### config.mk
export PLATFORM = sky130hd
export DESIGN_NAME = midi_event_to_smf_track_serializer_top_flat
export DESIGN_NICKNAME = d
export VERILOG_FILES = /design/src/hdl/smfs_pkg.sv /design/src/hdl/smfs_evt_if.sv /design/src/hdl/smfs_trk_if.sv /design/src/hdl/smfs_front.sv /design/src/hdl/smfs_queue.sv /design/src/hdl/smfs_back.sv /design/src/hdl/midi_event_to_smf_track_serializer_top.sv /design/src/flat_wrapper.sv
export SDC_FILE = /design/constraint.sdc
export NUM_CORES = 1
export LEC_CHECK = 0
export BUFFER_PORTS_ARGS = -buffer_cell sky130_fd_sc_hd__buf_2
export CAP_MARGIN = 10
export CORE_MARGIN = 2
export CORE_UTILIZATION = 40
export CTS_CLUSTER_SIZE = 12
export DETAILED_ROUTE_END_ITERATION = 16
export HOLD_SLACK_MARGIN = 0.15
export PLACE_DENSITY = 0.64
export SETUP_SLACK_MARGIN = 0.2
export SLEW_MARGIN = 30
export SYNTH_ARGS = -nofsm -noshare
export SYNTH_HDL_FRONTEND = slang
export SYNTH_SLANG_ARGS = --single-unit
### constraint.sdc
create_clock -name clk -period 15.05 [get_ports clk]
set_clock_uncertainty 0.1 [all_clocks]
set_input_delay 3.01 -clock clk [delete_from_list [all_inputs] [get_ports clk]]
set_output_delay 3.01 -clock clk [all_outputs]
set_load 0.005 [all_outputs]
### src/hdl/smfs_pkg.sv
package smfs_pkg;

  localparam int QUEUE_DEPTH = 2;

  localparam logic [3:0] TEMPO_LEN = 4'd7;
  localparam logic [3:0] END_LEN   = 4'd4;

  localparam logic [3:0] FAMILY_CTRL     = 4'hB;
  localparam logic [3:0] FAMILY_PROGRAM  = 4'hC;
  localparam logic [3:0] FAMILY_PRESSURE = 4'hD;

  localparam logic [15:0] CTRL_SKIP_A = 16'h0070;
  localparam logic [15:0] CTRL_SKIP_B = 16'h0071;
  localparam logic [15:0] CTRL_SKIP_C = 16'h0072;

  typedef enum logic [1:0] {
    MODE_EVENT = 2'd0,
    MODE_START = 2'd1,
    MODE_END   = 2'd2
  } mode_t;

  typedef enum logic [1:0] {
    CMD_START = 2'd0,
    CMD_EVENT = 2'd1,
    CMD_END   = 2'd2
  } cmd_kind_t;

  // one queued request, already classified for the byte writer
  typedef struct packed {
    cmd_kind_t   kind;
    logic [31:0] delta;
    logic [2:0]  vlq_len;
    logic [7:0]  status;
    logic [6:0]  data1;
    logic [6:0]  data2;
    logic        two_data;
  } cmd_t;

  function automatic logic [7:0] tempo_byte(input logic [2:0] i);
    logic [7:0] b;
    unique case (i)
      3'd0:    b = 8'h00;
      3'd1:    b = 8'hFF;
      3'd2:    b = 8'h51;
      3'd3:    b = 8'h03;
      3'd4:    b = 8'h0F;
      3'd5:    b = 8'h42;
      3'd6:    b = 8'h40;
      default: b = 8'h00;
    endcase
    return b;
  endfunction

  function automatic logic [7:0] end_byte(input logic [1:0] i);
    logic [7:0] b;
    unique case (i)
      2'd0:    b = 8'h00;
      2'd1:    b = 8'hFF;
      2'd2:    b = 8'h2F;
      default: b = 8'h00;
    endcase
    return b;
  endfunction

endpackage

### src/hdl/smfs_evt_if.sv
interface smfs_evt_if;
  logic        valid;
  logic        ready;
  logic [1:0]  mode;
  logic [63:0] tick;
  logic [7:0]  status;
  logic [15:0] data1;
  logic [15:0] data2;

  modport source (output valid, mode, tick, status, data1, data2, input ready);
  modport sink   (input valid, mode, tick, status, data1, data2, output ready);
endinterface

### src/hdl/smfs_trk_if.sv
interface smfs_trk_if;
  logic        valid;
  logic        ready;
  logic [7:0]  out_byte;
  logic        last;
  logic [31:0] track_bytes;

  modport source (output valid, out_byte, last, track_bytes, input ready);
  modport sink   (input valid, out_byte, last, track_bytes, output ready);
endinterface

### src/hdl/smfs_front.sv
module smfs_front (
  input  logic           clk,
  input  logic           rst,
  smfs_evt_if.sink       evt,
  output logic           push_valid,
  output smfs_pkg::cmd_t push_data,
  input  logic           push_ready
);

  logic [31:0] prev_tick;
  logic        seen;
  logic        accept;
  logic        skip_ctrl;
  logic        keep;
  logic [31:0] delta;

  assign evt.ready = push_ready;
  assign accept    = evt.valid && push_ready;

  assign skip_ctrl = (evt.status[7:4] == smfs_pkg::FAMILY_CTRL) &&
                     ((evt.data1 == smfs_pkg::CTRL_SKIP_A) ||
                      (evt.data1 == smfs_pkg::CTRL_SKIP_B) ||
                      (evt.data1 == smfs_pkg::CTRL_SKIP_C));

  // only the low 32 bits of the tick matter after truncation
  assign delta = seen ? (evt.tick[31:0] - prev_tick) : 32'd0;

  always_comb begin
    keep                = 1'b0;
    push_data.kind      = smfs_pkg::CMD_EVENT;
    push_data.delta     = delta;
    push_data.status    = evt.status;
    push_data.data1     = evt.data1[6:0];
    push_data.data2     = evt.data2[6:0];
    push_data.two_data  = (evt.status[7:4] != smfs_pkg::FAMILY_PROGRAM) &&
                          (evt.status[7:4] != smfs_pkg::FAMILY_PRESSURE);
    priority if (delta[31:28] != 4'd0) push_data.vlq_len = 3'd5;
    else if (delta[27:21] != 7'd0)     push_data.vlq_len = 3'd4;
    else if (delta[20:14] != 7'd0)     push_data.vlq_len = 3'd3;
    else if (delta[13:7] != 7'd0)      push_data.vlq_len = 3'd2;
    else                               push_data.vlq_len = 3'd1;
    unique case (evt.mode)
      smfs_pkg::MODE_START: begin
        keep           = 1'b1;
        push_data.kind = smfs_pkg::CMD_START;
      end
      smfs_pkg::MODE_END: begin
        keep           = 1'b1;
        push_data.kind = smfs_pkg::CMD_END;
      end
      smfs_pkg::MODE_EVENT: begin
        keep           = !skip_ctrl;
        push_data.kind = smfs_pkg::CMD_EVENT;
      end
      default: keep = 1'b0;
    endcase
  end

  assign push_valid = evt.valid && keep;

  always_ff @(posedge clk) begin
    if (rst) begin
      seen      <= 1'b0;
      prev_tick <= 32'd0;
    end else if (accept) begin
      if (evt.mode == smfs_pkg::MODE_START) begin
        seen      <= 1'b0;
        prev_tick <= 32'd0;
      end else if ((evt.mode == smfs_pkg::MODE_EVENT) && !skip_ctrl) begin
        seen      <= 1'b1;
        prev_tick <= evt.tick[31:0];
      end
    end
  end

endmodule

### src/hdl/smfs_queue.sv
module smfs_queue #(
  parameter int DEPTH = smfs_pkg::QUEUE_DEPTH
) (
  input  logic           clk,
  input  logic           rst,
  input  logic           push_valid,
  input  smfs_pkg::cmd_t push_data,
  output logic           push_ready,
  output logic           pop_valid,
  output smfs_pkg::cmd_t pop_data,
  input  logic           pop_ready
);

  localparam int AW = (DEPTH > 1) ? $clog2(DEPTH) : 1;
  localparam int CW = $clog2(DEPTH + 1);

  smfs_pkg::cmd_t slots [DEPTH];
  logic [AW-1:0]  wr_ptr;
  logic [AW-1:0]  rd_ptr;
  logic [CW-1:0]  count;
  logic           do_push;
  logic           do_pop;

  assign push_ready = (count != CW'(DEPTH));
  assign pop_valid  = (count != '0);
  assign pop_data   = slots[rd_ptr];
  assign do_push    = push_valid && push_ready;
  assign do_pop     = pop_valid && pop_ready;

  always_ff @(posedge clk) begin
    if (do_push) slots[wr_ptr] <= push_data;
  end

  always_ff @(posedge clk) begin
    if (rst) begin
      wr_ptr <= '0;
      rd_ptr <= '0;
      count  <= '0;
    end else begin
      if (do_push) wr_ptr <= (wr_ptr == AW'(DEPTH - 1)) ? '0 : wr_ptr + 1'b1;
      if (do_pop)  rd_ptr <= (rd_ptr == AW'(DEPTH - 1)) ? '0 : rd_ptr + 1'b1;
      if (do_push && !do_pop)      count <= count + 1'b1;
      else if (do_pop && !do_push) count <= count - 1'b1;
    end
  end

  a_fill_up: assert property (@(posedge clk) disable iff (rst)
    (do_push && !do_pop) |=> (count == CW'($past(count) + 1'b1)))
    else $error("queue count did not rise on a lone push");

  a_drain: assert property (@(posedge clk) disable iff (rst)
    (do_pop && !do_push) |=> (count == CW'($past(count) - 1'b1)))
    else $error("queue count did not fall on a lone pop");

endmodule

### src/hdl/smfs_back.sv
module smfs_back (
  input  logic           clk,
  input  logic           rst,
  input  logic           pop_valid,
  input  smfs_pkg::cmd_t pop_data,
  output logic           pop_ready,
  smfs_trk_if.source     trk
);

  smfs_pkg::cmd_t cur;
  logic           busy;
  logic [3:0]     idx;
  logic [31:0]    cnt;
  logic           ov;
  logic [7:0]     obyte;
  logic           olast;

  logic [3:0]  len;
  logic [7:0]  byte_val;
  logic        final_byte;
  logic        adv;
  logic        emit;
  logic        take;
  logic [31:0] base;
  logic [2:0]  grp_sel;
  logic [6:0]  grp;
  logic [3:0]  tail_idx;

  assign trk.valid       = ov;
  assign trk.out_byte    = obyte;
  assign trk.last        = olast;
  assign trk.track_bytes = cnt;

  always_comb begin
    grp_sel  = cur.vlq_len - 3'd1 - idx[2:0];
    tail_idx = idx - {1'b0, cur.vlq_len};
    unique case (grp_sel)
      3'd0:    grp = cur.delta[6:0];
      3'd1:    grp = cur.delta[13:7];
      3'd2:    grp = cur.delta[20:14];
      3'd3:    grp = cur.delta[27:21];
      default: grp = {3'd0, cur.delta[31:28]};
    endcase
    unique case (cur.kind)
      smfs_pkg::CMD_START: begin
        len      = smfs_pkg::TEMPO_LEN;
        byte_val = smfs_pkg::tempo_byte(idx[2:0]);
      end
      smfs_pkg::CMD_END: begin
        len      = smfs_pkg::END_LEN;
        byte_val = smfs_pkg::end_byte(idx[1:0]);
      end
      smfs_pkg::CMD_EVENT: begin
        len = {1'b0, cur.vlq_len} + 4'd2 + {3'd0, cur.two_data};
        if (idx < {1'b0, cur.vlq_len}) begin
          // continuation flag on every group but the last
          byte_val = {(grp_sel != 3'd0), grp};
        end else begin
          unique case (tail_idx)
            4'd0:    byte_val = cur.status;
            4'd1:    byte_val = {1'b0, cur.data1};
            default: byte_val = {1'b0, cur.data2};
          endcase
        end
      end
      default: begin
        len      = 4'd1;
        byte_val = 8'h00;
      end
    endcase
  end

  assign final_byte = (idx == len - 4'd1);
  assign adv        = !ov || trk.ready;
  assign emit       = busy && adv;
  assign pop_ready  = !busy || (emit && final_byte);
  assign take       = pop_valid && pop_ready;
  // a start request restarts the track length
  assign base       = ((cur.kind == smfs_pkg::CMD_START) && (idx == 4'd0)) ? 32'd0 : cnt;

  always_ff @(posedge clk) begin
    if (rst) begin
      busy <= 1'b0;
      ov   <= 1'b0;
      idx  <= 4'd0;
      cnt  <= 32'd0;
    end else begin
      if (adv) ov <= busy;
      if (emit) begin
        cnt <= base + 32'd1;
        idx <= idx + 4'd1;
        if (final_byte) busy <= 1'b0;
      end
      if (take) begin
        busy <= 1'b1;
        idx  <= 4'd0;
      end
    end
  end

  always_ff @(posedge clk) begin
    if (emit) begin
      obyte <= byte_val;
      olast <= final_byte;
    end
    if (take) cur <= pop_data;
  end

  a_idx_range: assert property (@(posedge clk) disable iff (rst)
    busy |-> (idx < len))
    else $error("byte index ran past the request length");

  a_start_count: assert property (@(posedge clk) disable iff (rst)
    (emit && (cur.kind == smfs_pkg::CMD_START) && (idx == 4'd0)) |=> (cnt == 32'd1))
    else $error("track length not restarted by start request");

  a_start_len: assert property (@(posedge clk) disable iff (rst)
    (emit && final_byte && (cur.kind == smfs_pkg::CMD_START)) |=> (cnt == 32'd7))
    else $error("tempo meta event length mismatch");

endmodule

### src/hdl/midi_event_to_smf_track_serializer_top.sv
// channel  dir  handshake          payload
// evt      in   valid/ready        mode, tick, status, data1, data2
// trk      out  valid/ready        out_byte, last, track_bytes
//
// one output byte per cycle while trk.ready is high; request lengths in bytes:
// start 7, end 4, event 3 to 8 (vlq length plus status and one or two data bytes)
// the byte writer is the bottleneck; requests queue between decoder and writer
// input is taken every cycle while the queue has room, dropped events included
// rst is synchronous and clears the queue, the first-event flag and the byte count
// the output register holds its byte while trk.ready is low
module midi_event_to_smf_track_serializer_top #(
  parameter int QUEUE_DEPTH = smfs_pkg::QUEUE_DEPTH
) (
  input logic        clk,
  input logic        rst,
  smfs_evt_if.sink   evt,
  smfs_trk_if.source trk
);

  logic           push_valid;
  logic           push_ready;
  smfs_pkg::cmd_t push_data;
  logic           pop_valid;
  logic           pop_ready;
  smfs_pkg::cmd_t pop_data;

  smfs_front u_front (
    .clk        (clk),
    .rst        (rst),
    .evt        (evt),
    .push_valid (push_valid),
    .push_data  (push_data),
    .push_ready (push_ready)
  );

  smfs_queue #(
    .DEPTH (QUEUE_DEPTH)
  ) u_queue (
    .clk        (clk),
    .rst        (rst),
    .push_valid (push_valid),
    .push_data  (push_data),
    .push_ready (push_ready),
    .pop_valid  (pop_valid),
    .pop_data   (pop_data),
    .pop_ready  (pop_ready)
  );

  smfs_back u_back (
    .clk       (clk),
    .rst       (rst),
    .pop_valid (pop_valid),
    .pop_data  (pop_data),
    .pop_ready (pop_ready),
    .trk       (trk)
  );

endmodule
### src/flat_wrapper.sv
// flat-port wrapper written by rule: the top's interface ports become plain ports
module midi_event_to_smf_track_serializer_top_flat 
#(
  parameter int QUEUE_DEPTH = smfs_pkg::QUEUE_DEPTH
)
  (clk, rst, evt_valid, evt_mode, evt_tick, evt_status, evt_data1, evt_data2, evt_ready, trk_valid, trk_out_byte, trk_last, trk_track_bytes, trk_ready);
  smfs_evt_if evt_i ();
  smfs_trk_if trk_i ();
  input logic clk;
  input logic rst;
  input wire logic [$bits(evt_i.valid)-1:0] evt_valid;
  input wire logic [$bits(evt_i.mode)-1:0] evt_mode;
  input wire logic [$bits(evt_i.tick)-1:0] evt_tick;
  input wire logic [$bits(evt_i.status)-1:0] evt_status;
  input wire logic [$bits(evt_i.data1)-1:0] evt_data1;
  input wire logic [$bits(evt_i.data2)-1:0] evt_data2;
  output wire logic [$bits(evt_i.ready)-1:0] evt_ready;
  output wire logic [$bits(trk_i.valid)-1:0] trk_valid;
  output wire logic [$bits(trk_i.out_byte)-1:0] trk_out_byte;
  output wire logic [$bits(trk_i.last)-1:0] trk_last;
  output wire logic [$bits(trk_i.track_bytes)-1:0] trk_track_bytes;
  input wire logic [$bits(trk_i.ready)-1:0] trk_ready;
  assign evt_i.valid = evt_valid;
  assign evt_i.mode = evt_mode;
  assign evt_i.tick = evt_tick;
  assign evt_i.status = evt_status;
  assign evt_i.data1 = evt_data1;
  assign evt_i.data2 = evt_data2;
  assign evt_ready = evt_i.ready;
  assign trk_valid = trk_i.valid;
  assign trk_out_byte = trk_i.out_byte;
  assign trk_last = trk_i.last;
  assign trk_track_bytes = trk_i.track_bytes;
  assign trk_i.ready = trk_ready;
  midi_event_to_smf_track_serializer_top #(.QUEUE_DEPTH(QUEUE_DEPTH)) u_core (.clk(clk), .rst(rst), .evt(evt_i), .trk(trk_i));
endmodule
==> results.toml, run 1 <==
[outcome]
status = "completed"

[worst_setup_path]
required_ns = 15.24
timing.rr.start = "u_core.u_front.prev_tick[0]$_SDFFE_PP0P_"
crit_path_start_kind = "input port"
endpoint_kind = "register"
crit_path_top_delay_cell = "o41ai_1"
critPathKind = "input port to register"
r2r_slack_ns = 11.21
path_common_cell = "a21oi_1"
critical-path-top-delay-family = "compound AO/OA/AOI/OAI gates"
path_buf_inv = 2
worstPathMaxFanout = 4
ff2ff_path_depth = 11
slowest_delay_ns = 0.68
cp_data_arrival_time_ns = 6.31
worstPathCellList = "buf_2 -> inv_1 -> ha_1 -> fa_1 -> nand2b_1 -> a21oi_1 -> or3b_2 -> a21oi_1 -> o41ai_1 -> a21oi_1 -> mux2i_1 -> a2111o_1 -> or2_1"
r2r-end = "u_core.u_queue.slots[1][25]$_DFFE_PP_"

[synth]
synth_top_area_share_pct = 44.3
ys.flop_type = "edfxtp_1"
synth.distinct_cells = 72
synth.most_common_cell = "edfxtp_1"
synth.largest_area_cell = "edfxtp_1"
syn-num-nets = 1302
ys_warn_count = 0
ys_ff_latch = 264
synth_area_per_cell_um2 = 11.2
netlist_area_um2 = 12800
yosysSeqAreaShare_pct = 56.0
synth_area_leaders = "edfxtp_1 44%, dfxtp_1 12%, mux2_2 5.4%"
synth_common_cells = "189 x edfxtp_1, 121 x nand2_1, 99 x a21oi_1"
syn_inst = 1143
synth_edf_count = 189
synthArstFlopShare_pct = 0

[placed_design]
dp_slack_ns = 8.42
dpl.hpwl_um = 18100
dpl.cell_count = 1612
numPortBuffers = 111
place.gp.congestion = 0.858

[floorplanning]
dieWidth_um = 183
die_h_um = 183
coreArea_um2 = 31600
rows = 65
start_util_pct = 40.6
pin_count = 153
die-area_um2 = 33500

[route]
ant_nets = 0
drtIter0Drc = 434
wl_per_cell_um = 16.1
routed-via-count = 8703
dr.pass1.iters = 4
viasPerCell = 5.24
routed_wirelength_um = 26800
post-route-drc-count = 0

[clocking]
hold_buffers = 0
cts.repair.resized = 0
cts_tree = "yes"
cts_inserted_buffers = 28
htreeDepth = 1
clk_latency_ns = 0.56
root_buffer = "clkbuf_16"
clkSinkCount = 264
clock_path_buffers = 3
postCtsSetupRepairBufs = 0
path_clk_slew_ns = 0.06

[power_and_ir_drop]
p_sw_uw = 729
swShare_pct = 31.7
internal-power_mw = 1.57
p_clk_share_pct = 26.8
irDropWorstVdd_uv = 119
power.density_nw_per_um2 = 158
p_seq_share_pct = 43.7
combPwrFrac_pct = 29.4
p_leak_nw = 5.28

[sta]
finalHoldViolations = 0
rsz0062_at_grt = "false"
finalSetupViolations = 0
fin_ws_ns = 8.93
whs_ns = 0.350
finalSetupTns_ns = 0
finalCritPeriodShare_pct = 40.7
max_freq_ghz = 0.163
worst_slew_pin_slew_ns = 0.894
max_slew_margin_pct = 39.8
finalCriticalPeriod_ns = 6.12
final-max-slew-violation-count = 0

[finish]
areaGrowthSynthToFinish_pct = 13.6
drive_gt1_share_pct = 19.2
multi_input_area_um2 = 5240
nFillCells = 2966
seqCellArea_um2 = 7180
antenna_cells = 0
final_util_pct = 46.1
final_cells = 1660
nNetsFinal = 1399

[global_route]
grt_pass1_vias = 8517
grt_overflow_total = 0
grt_max_degree = 73
grt_pass1_wl_um = 43300
grtUsageTotal_pct = 15.8
antenna_found_initial = 0

[min_path]
worstHoldStart = "u_core.u_front.prev_tick[7]$_SDFFE_PP0P_"
hold_depth = 2
hold_end = "u_core.u_front.prev_tick[7]$_SDFFE_PP0P_"
min_path_type = "register to register"

[run]
drv_cap = 0
-- sequential cells by signal (all words and copies together) (netlist names) --
name	count
u_core.u_back.busy	1
u_core.u_back.cur	60
u_core.u_back.idx	4
u_core.u_back.trk.last	1
u_core.u_back.trk.out_byte	8
u_core.u_back.trk.track_bytes	32
u_core.u_back.trk.valid	1
u_core.u_front.prev_tick	32
u_core.u_front.seen	1
u_core.u_queue.count	2
u_core.u_queue.rd_ptr	1
u_core.u_queue.slots	120
u_core.u_queue.wr_ptr	1
-- worst max path at each step --
stage,startpoint,cells after the start,endpoint
3_5_place_dp,evt_tick[0],13,u_core.u_queue.slots[0][25]$_DFFE_PP_
3_3_place_gp,evt_tick[0],13,u_core.u_queue.slots[0][25]$_DFFE_PP_
6_report,evt_tick[0],13,u_core.u_queue.slots[1][25]$_DFFE_PP_
2_1_floorplan,evt_status[4],5,u_core.u_queue.slots[0][0]$_DFFE_PP_
5_1_grt,evt_tick[0],13,u_core.u_queue.slots[1][25]$_DFFE_PP_
4_1_cts,evt_tick[0],13,u_core.u_queue.slots[1][25]$_DFFE_PP_
-- metrics by stage --
stage	area (um^2)	power [mW]
floorplan	12800	1.51
global placement	13700	1.69
detailed placement	13700	1.70
CTS	14600	2.33
global route	14600	2.43
finish	14600	2.30
-- logic make-up (layout without fill, tap and decap cells) --
kind of cell	Yosys count	count (layout)	share of synthesized area (%)
AOI/OAI and AO/OA	230	230	10.9
xor gates and xnor gates	53	53	3.62
adders and majority gates	49	49	4.90
buffers and inverters	106	221	3.15
DFF	264	264	56.0
muxes	83	83	7.77
and+or+nand+nor	358	358	13.6
-- metal layers --
metal / up-vias / GRT usage, % / share of wire (%)
met5: - / 0 / 0
li1: 4358 / - / -
met4: 0 / 3.49 / 1.9
met3: 29 / 2.38 / 3.8
met2: 155 / 27.2 / 48
met1: 4161 / 21.1 / 46
-- cells in the final DEF, fill, tap and decap left out, types with 9 or more instances in the layout --
master and instances:
a211oi_1 11, a21o_1 9, a21oi_1 98, a31oi_1 11
and2_1 23, and3_1 15, buf_2 111, clkbuf_16 28
dfxtp_1 74, edfxtp_1 189, ha_1 47, inv_1 53
mux2_2 61, mux2i_1 15, nand2_1 121, nand2b_1 13
nand3_1 50, nand4_1 15, nor2_1 67, nor3_1 12
o21ai_0 43, o21ai_1 9, xnor2_1 26, xor2_1 27
-- final cells by class --
class | instances | area share (%)
well taps | 402 | 3.46
inverters | 55 | 1.42
clock buffers | 35 | 5.00
repair buffers | 118 | 4.18
clock inverters | 13 | 0.585
multi-input cells | 773 | 36.0
flip-flops and latches | 264 | 49.3
-- power by group through the flow --
stage          registers (mW)  clock network, mW  logic [mW]
3_3_place_gp             1.02                  0       0.670
5_1_grt                  1.02              0.663       0.750
4_1_cts                  1.01              0.634       0.684
6_report                 1.01              0.617       0.676
2_1_floorplan            1.01                  0       0.505
3_5_place_dp             1.02                  0       0.681
-- worst register-to-register path, cell delays in order (launching register included) --
cell      delay (ns)
dfxtp_1         0.32
ha_1            0.21
fa_1            0.41
nand2b_1        0.20
a21oi_1         0.28
or3b_2          0.20
a21oi_1         0.10
o41ai_1         0.68
a21oi_1         0.22
mux2i_1         0.21
a2111o_1        0.36
or2_1           0.30
(Power assumes the default switching activity.)
==> inputs of run 2 (changes only) <==
Settings changed: ABC_AREA set to 1.
Clock period 15.05 ns to 6.2 ns, I/O delays scaled along.
==> run 2 against run 1 <==
Final area increased by 10%. Core utilization rose by 0.30 points. Sequential cell count did not move. Sequential share of layout area fell by 4.6 points. Register-to-register slack got worse by 8.5 ns. Clock power grew to 2.8 times the previous value. Non-clock buffer count up 1. First-iteration DRC count is 30% higher. Critical path depth is 1 higher. Synthesized cell count increased by 42%. Critical path type is now register to register. Largest cell class unchanged.
==> results.toml, run 2 <==
[worst_setup_path]
cp_data_arrival_time_ns = 3.62
path_common_cell = "ha_1"
worstPathMaxFanout = 38
crit_path_top_delay_cell = "buf_4"
slowest_delay_ns = 0.53
r2r_slack_ns = 2.69
critPathKind = "register to register"
worstPathCellList = "ha_1 -> inv_1 -> ha_1 -> nor2_1 -> nor2_1 -> ha_1 -> xor2_1 -> nand3_1 -> a21oi_1 -> nand3_1 -> nand2_1 -> nand2_1 -> inv_2 -> buf_4"
endpoint_kind = "register"
crit_path_start_kind = "register"
required_ns = 6.30

[power_and_ir_drop]
irDropWorstVdd_uv = 224
power.density_nw_per_um2 = 373
p_leak_nw = 7.02
fin_total_pwr_mw = 5.98

[floorplanning]
rows = 68
coreArea_um2 = 34500
start_util_pct = 40.6
die_h_um = 191
pin_count = 153
dieWidth_um = 191
die-area_um2 = 36600

[clocking]
clkSinkCount = 264
cts_inserted_buffers = 30
path_clk_slew_ns = 0.06
postCtsSetupRepairBufs = 0
root_buffer = "clkbuf_16"
cts.repair.resized = 0
clock_path_buffers = 3
clk_latency_ns = 0.57
hold_buffers = 0
htreeDepth = 1
cts_tree = "yes"

[placed_design]
place.gp.congestion = 0.880
numPortBuffers = 111
dpl.cell_count = 2162
dpl.hpwl_um = 23000

[synth]
ys_warn_count = 0
synth.largest_area_cell = "edfxtp_1"
syn_inst = 1624
netlist_area_um2 = 14000
synth_top_family_by_area = "simple AND/OR/NAND/NOR gates"
synthArstFlopShare_pct = 0
synth_mux_area_share_pct = 4.89
synth_common_cells = "429 x nand2_1, 258 x inv_1, 189 x edfxtp_1"
ys_ff_latch = 264
synth_top_area_share_pct = 40.5
synthSimpleGateAreaFrac_pct = 24.9
yosysSeqAreaShare_pct = 51.2
syn-num-nets = 1783
synth_edf_count = 189
ys.flop_type = "edfxtp_1"
synth_compound_area_share_pct = 5.41
synth_area_leaders = "edfxtp_1 40%, nand2_1 11%, dfxtp_1 11%"
synth_fa_ha_area_share_pct = 4.48
synth-xor-area-share_pct = 0.678
synth.most_common_cell = "nand2_1"
synth_area_per_cell_um2 = 8.63
synth.distinct_cells = 53

[global_route]
grt_max_degree = 63
grtUsageTotal_pct = 17.2
antenna_found_initial = 0
grt_pass1_wl_um = 50900
grt_overflow_total = 0
grt_pass1_vias = 10400

[route]
post-route-drc-count = 0
routed_wirelength_um = 31400
dr.pass1.iters = 5
wl_per_cell_um = 14.2
viasPerCell = 4.86
drtIter0Drc = 563
routed-via-count = 10800
ant_nets = 0

[finish]
final_common_cell = "nand2_1"
nNetsFinal = 1898
final_util_pct = 46.4
areaGrowthSynthToFinish_pct = 14.4
final_cells = 2214
final_cell_mix = "429 x nand2_1, 256 x inv_1, 189 x edfxtp_1"
top_regs = "u_core.u_queue.slots x120, u_core.u_back.cur x60"
largest_reg_flops = 120
regMostFlops = "u_core.u_queue.slots"
drive_gt1_share_pct = 15.6

[sta]
final-max-slew-violation-count = 0
max_freq_ghz = 0.285
finalSetupViolations = 0
worst_slew_pin_slew_ns = 0.954
max_slew_margin_pct = 36.4
rsz0062_at_grt = "false"
finalCriticalPeriod_ns = 3.51
finalSetupTns_ns = 0
finalHoldViolations = 0
finalCritPeriodShare_pct = 56.6

[outcome]
status = "completed"

[min_path]
min_path_type = "register to register"

[run]
drv_cap = 0
run 2: cell families (layout without fill, tap and decap cells):
logic type | count (synthesis) | count (layout)
other | 0 | 1
multiplexers | 61 | 61
adder cells (fa/ha/maj) | 49 | 49
flip-flops | 264 | 264
buffers and inverters | 304 | 438
XOR/XNOR | 10 | 10
AND/OR/NAND/NOR | 792 | 792
AO/OA/AOI/OAI | 144 | 144
run 2: power breakdown:
group,switching (mW),leakage [nW],internal (mW)
sequential,0.126,2.38,2.33
clock,0.700,0.470,1.05
combinational,1.16,4.18,0.609
total,1.98,7.02,3.99
run 2: final cells by class:
| class | instances | area, um^2 |
|---|---|---|
| Antenna cell | 1 | 2.50 |
| Fill cell | 3431 | 18500 |
| Clock buffer | 35 | 769 |
| Multi-Input combinational cell | 1056 | 5680 |
| Timing Repair Buffer | 119 | 616 |
| Inverter | 268 | 1010 |
| Tap cell | 455 | 569 |
| Clock inverter | 16 | 213 |
| Sequential cell | 264 | 7180 |
run 2: worst paths after layout:
path | start | to | cells after the start
max | u_core.u_back.cur[0]$_DFFE_PP_ | u_core.u_back.cur[32]$_DFFE_PP_ | 14
min | u_core.u_front.prev_tick[26]$_SDFFE_PP0P_ | u_core.u_front.prev_tick[26]$_SDFFE_PP0P_ | 2
max reg2reg | u_core.u_back.cur[0]$_DFFE_PP_ | u_core.u_back.cur[32]$_DFFE_PP_ | 14
min reg2reg | u_core.u_front.prev_tick[26]$_SDFFE_PP0P_ | u_core.u_front.prev_tick[26]$_SDFFE_PP0P_ | 2
run 2: layer usage:
| layer | share of wire, % | track usage, % | routed length, um | vias up |
|---|---|---|---|---|
| met3 | 3.8 | 2.46 | 1200 | 57 |
| met2 | 49 | 29.9 | 15300 | 203 |
| li1 | - | - | - | 5524 |
| met1 | 45 | 22.5 | 14300 | 4987 |
| met5 | 0 | 0 | 0 | - |
| met4 | 2.2 | 4.56 | 700 | 0 |
run 2: through the flow:
stage | hold WS (ns) | instance area (um^2) | worst slack [ns]
finish | 0.364 | 16000 | 2.69
global route | 0.379 | 16000 | 2.33
CTS | 0.364 | 16000 | 2.65
detailed placement | 0.355 | 15000 | 2.15
global placement | 0.352 | 15000 | 2.18
floorplan | 0.344 | 14000 | 1.33
run 2: worst max-delay path, delay by kind of cell, from the launching register on:
kind / cells / cell delay [ns]
AO/OA/AOI/OAI: 1 / 0.14
XOR/XNOR: 1 / 0.15
adder cells (fa/ha/maj): 3 / 0.73
buffers and inverters: 3 / 1.00
flip-flops: 1 / 0.41
AND/OR/NAND/NOR: 6 / 0.59
==> inputs of run 3 (changes only) <==
Settings changed: PLACE_DENSITY 0.64 to 0.66.
Clock period 6.2 ns to 2.8 ns, I/O delays scaled along.
==> run 3 against run 2 <==
The flow now finishes with violations (negative setup slack). Non-clock buffer count rose by 177. Die area did not move. Maximum frequency rose by 23%. Routed wire length rose by 8.0%. Total power rose to 2.5 times the previous value. Critical path type unchanged. Count of clock-buffer cells in the layout did not move. Largest cell class unchanged. Critical path depth rose by 5. Global-route usage rose by 1.4 points. Sequential power rose by 120%. Final area rose by 14%.
==> results.toml, run 3 (synthesis gave the netlist of run 2 again) <==
[route]
viasPerCell = 4.78
routed_wirelength_um = 33900
ant_nets = 0
wl_met1_um = 15500
routed-via-count = 11400
post-route-drc-count = 0
drtIter0Drc = 598
wl_per_cell_um = 14.2
dr_wl_met3_um = 1040
routed.top_layer = "met4"
dr.pass1.iters = 5
wl_met2_um = 16300

[global_route]
grtUsageTotal_pct = 18.6
grt_pass1_vias = 11000
grt_max_degree = 52
grt_pass1_wl_um = 54800
antenna_found_initial = 0
grt_overflow_total = 0

[clocking]
path_clk_slew_ns = 0.06
root_buffer = "clkbuf_16"
cts_tree = "yes"
clkSinkCount = 264
clock_path_buffers = 3
htreeDepth = 1
cts_inserted_buffers = 30
clk_latency_ns = 0.58

[finish]
top_regs = "u_core.u_queue.slots x120, u_core.u_back.cur x60"
regMostFlops = "u_core.u_queue.slots"
drive_gt1_share_pct = 26.4
final_common_cell = "nand2_1"
areaGrowthSynthToFinish_pct = 30.0
largest_reg_flops = 120
nFillCells = 3171
nNetsFinal = 2075
final_cell_mix = "411 x nand2_1, 252 x inv_1, 189 x edfxtp_1"

[floorplanning]
rows = 68
dieWidth_um = 191
start_util_pct = 40.6
pin_count = 153
die-area_um2 = 36600
coreArea_um2 = 34500
die_h_um = 191

[worst_setup_path]
critical-path-top-delay-family = "buffers and inverters"
crit_path_start_kind = "register"
slowest_delay_ns = 0.41
endpoint_kind = "register"
cp_data_arrival_time_ns = 3.27
path_buf_inv = 8
worstPathCellList = "ha_2 -> inv_2 -> ha_4 -> nor2_4 -> nor2_4 -> ha_4 -> xnor2_2 -> xor2_1 -> o21a_1 -> nand3_2 -> nand2_2 -> buf_6 -> buf_6 -> buf_6 -> buf_6 -> buf_6 -> buf_6 -> buf_4 -> a21oi_2"
required_ns = 3.22
critPathKind = "register to register"
crit_path_top_delay_cell = "edfxtp_1"
path_common_cell = "buf_6"
worstPathMaxFanout = 2

[placed_design]
dp_slack_ns = -0.211
place.gp.congestion = 0.894
numPortBuffers = 111
dpl.hpwl_um = 24300

[outcome]
status = "finished, violations left"
violations = "negative setup slack"

[sta]
worst_slew_pin_slew_ns = 0.892
max_slew_margin_pct = 40.4
finalSetupViolations = 44
finalHoldViolations = 0
final-max-slew-violation-count = 0
finalCriticalPeriod_ns = 2.85
rsz0062_at_grt = "true"
finalCritPeriodShare_pct = 102
max_freq_ghz = 0.350
fin_ws_ns = -0.0535

[power_and_ir_drop]
p_sw_mw = 5.03
internal-power_mw = 10.2
combPwrFrac_pct = 38.3
p_seq_share_pct = 36.0
swShare_pct = 33.1
p_leak_nw = 7.99
power.density_nw_per_um2 = 833
fin_total_pwr_mw = 15.2
irDropWorstVdd_uv = 489
p_clk_share_pct = 25.7

[min_path]
min_path_type = "input port to register"

[run]
drv_cap = 0
## run 3: cell types whose count changed in the layout (fill, tap and decap cells not counted), sizes merged
cell / delta
dlygate4sd3: +41
clkinv: +2
inv: -2
buf: +135
clkbuf: +1
clkinvlp: +1
## run 3: what timing repair did
action                     4_1_cts  5_1_grt
hold buffers                    41        0
pin swaps                       11       37
setup endpoints to repair       82       98
gates cloned                     3        2
setup buffers                   14       11
hold endpoints to repair        63        0
gates resized for setup         42      113
## run 3: metal layers
metal	up-vias	GRT usage (%)
li1	5872	-
met1	5326	24.3
met2	172	32.2
met3	53	2.37
met4	0	5.74
met5	-	0
## run 3: path summary, 6_finish.rpt
| check | to | slack, ns | from | depth (start not counted) |
|---|---|---|---|---|
| min | u_core.u_front.prev_tick[27]$_SDFFE_PP0P_ | 0.18 | evt_tick[27] | 3 |
| max reg2reg | u_core.u_back.busy$_SDFFE_PP0P_ | -0.05 | u_core.u_back.cur[23]$_DFFE_PP_ | 19 |
| min reg2reg | u_core.u_front.prev_tick[20]$_SDFFE_PP0P_ | 0.36 | u_core.u_front.prev_tick[20]$_SDFFE_PP0P_ | 2 |
| max | u_core.u_back.busy$_SDFFE_PP0P_ | -0.05 | u_core.u_back.cur[23]$_DFFE_PP_ | 19 |
## run 3: layout make-up
class / instances / area [um^2] / share of cell area [%]
sequential: 264 / 7180 / 39.4
inverter: 268 / 1020 / 5.58
antenna: 1 / 2.50 / 0.0137
clock buffer: 35 / 769 / 4.22
tap: 455 / 569 / 3.12
timing repair buffer: 296 / 2300 / 12.6
multi-input combinational: 1056 / 6160 / 33.8
clock inverter: 17 / 214 / 1.17
## run 3: worst min-delay path, delay by kind of cell
kind            cells  cell delay, ns
buf+inv             1            0.11
compound gates      1            0.06
simple gates        1            0.07
## run 3: power by group through the flow
stage | sequential (mW) | combinational [mW] | clock [mW]
detailed placement | 5.53 | 4.43 | 0
global placement | 5.52 | 4.34 | 0
finish | 5.46 | 5.82 | 3.90
global route | 5.52 | 6.39 | 4.15
floorplan | 5.43 | 2.91 | 0
CTS | 5.47 | 5.14 | 4.02
## run 3: metrics by stage
step / cell area, um^2 / util [%] / hold WS (ns) / TNS (ns) / std cells
floorplan: 14000 / - / 0.344 / -69.77 / 1624
CTS: 17700 / 51.2 / 0.151 / -0.500 / 2378
global route: 18200 / 52.7 / 0.171 / -5.91 / 2391
global placement: 16000 / 46.2 / 0.352 / -0.808 / 2268
detailed placement: 16000 / 46.2 / 0.356 / -3.30 / 2268
finish: 18200 / 52.7 / 0.176 / -1.06 / 2392
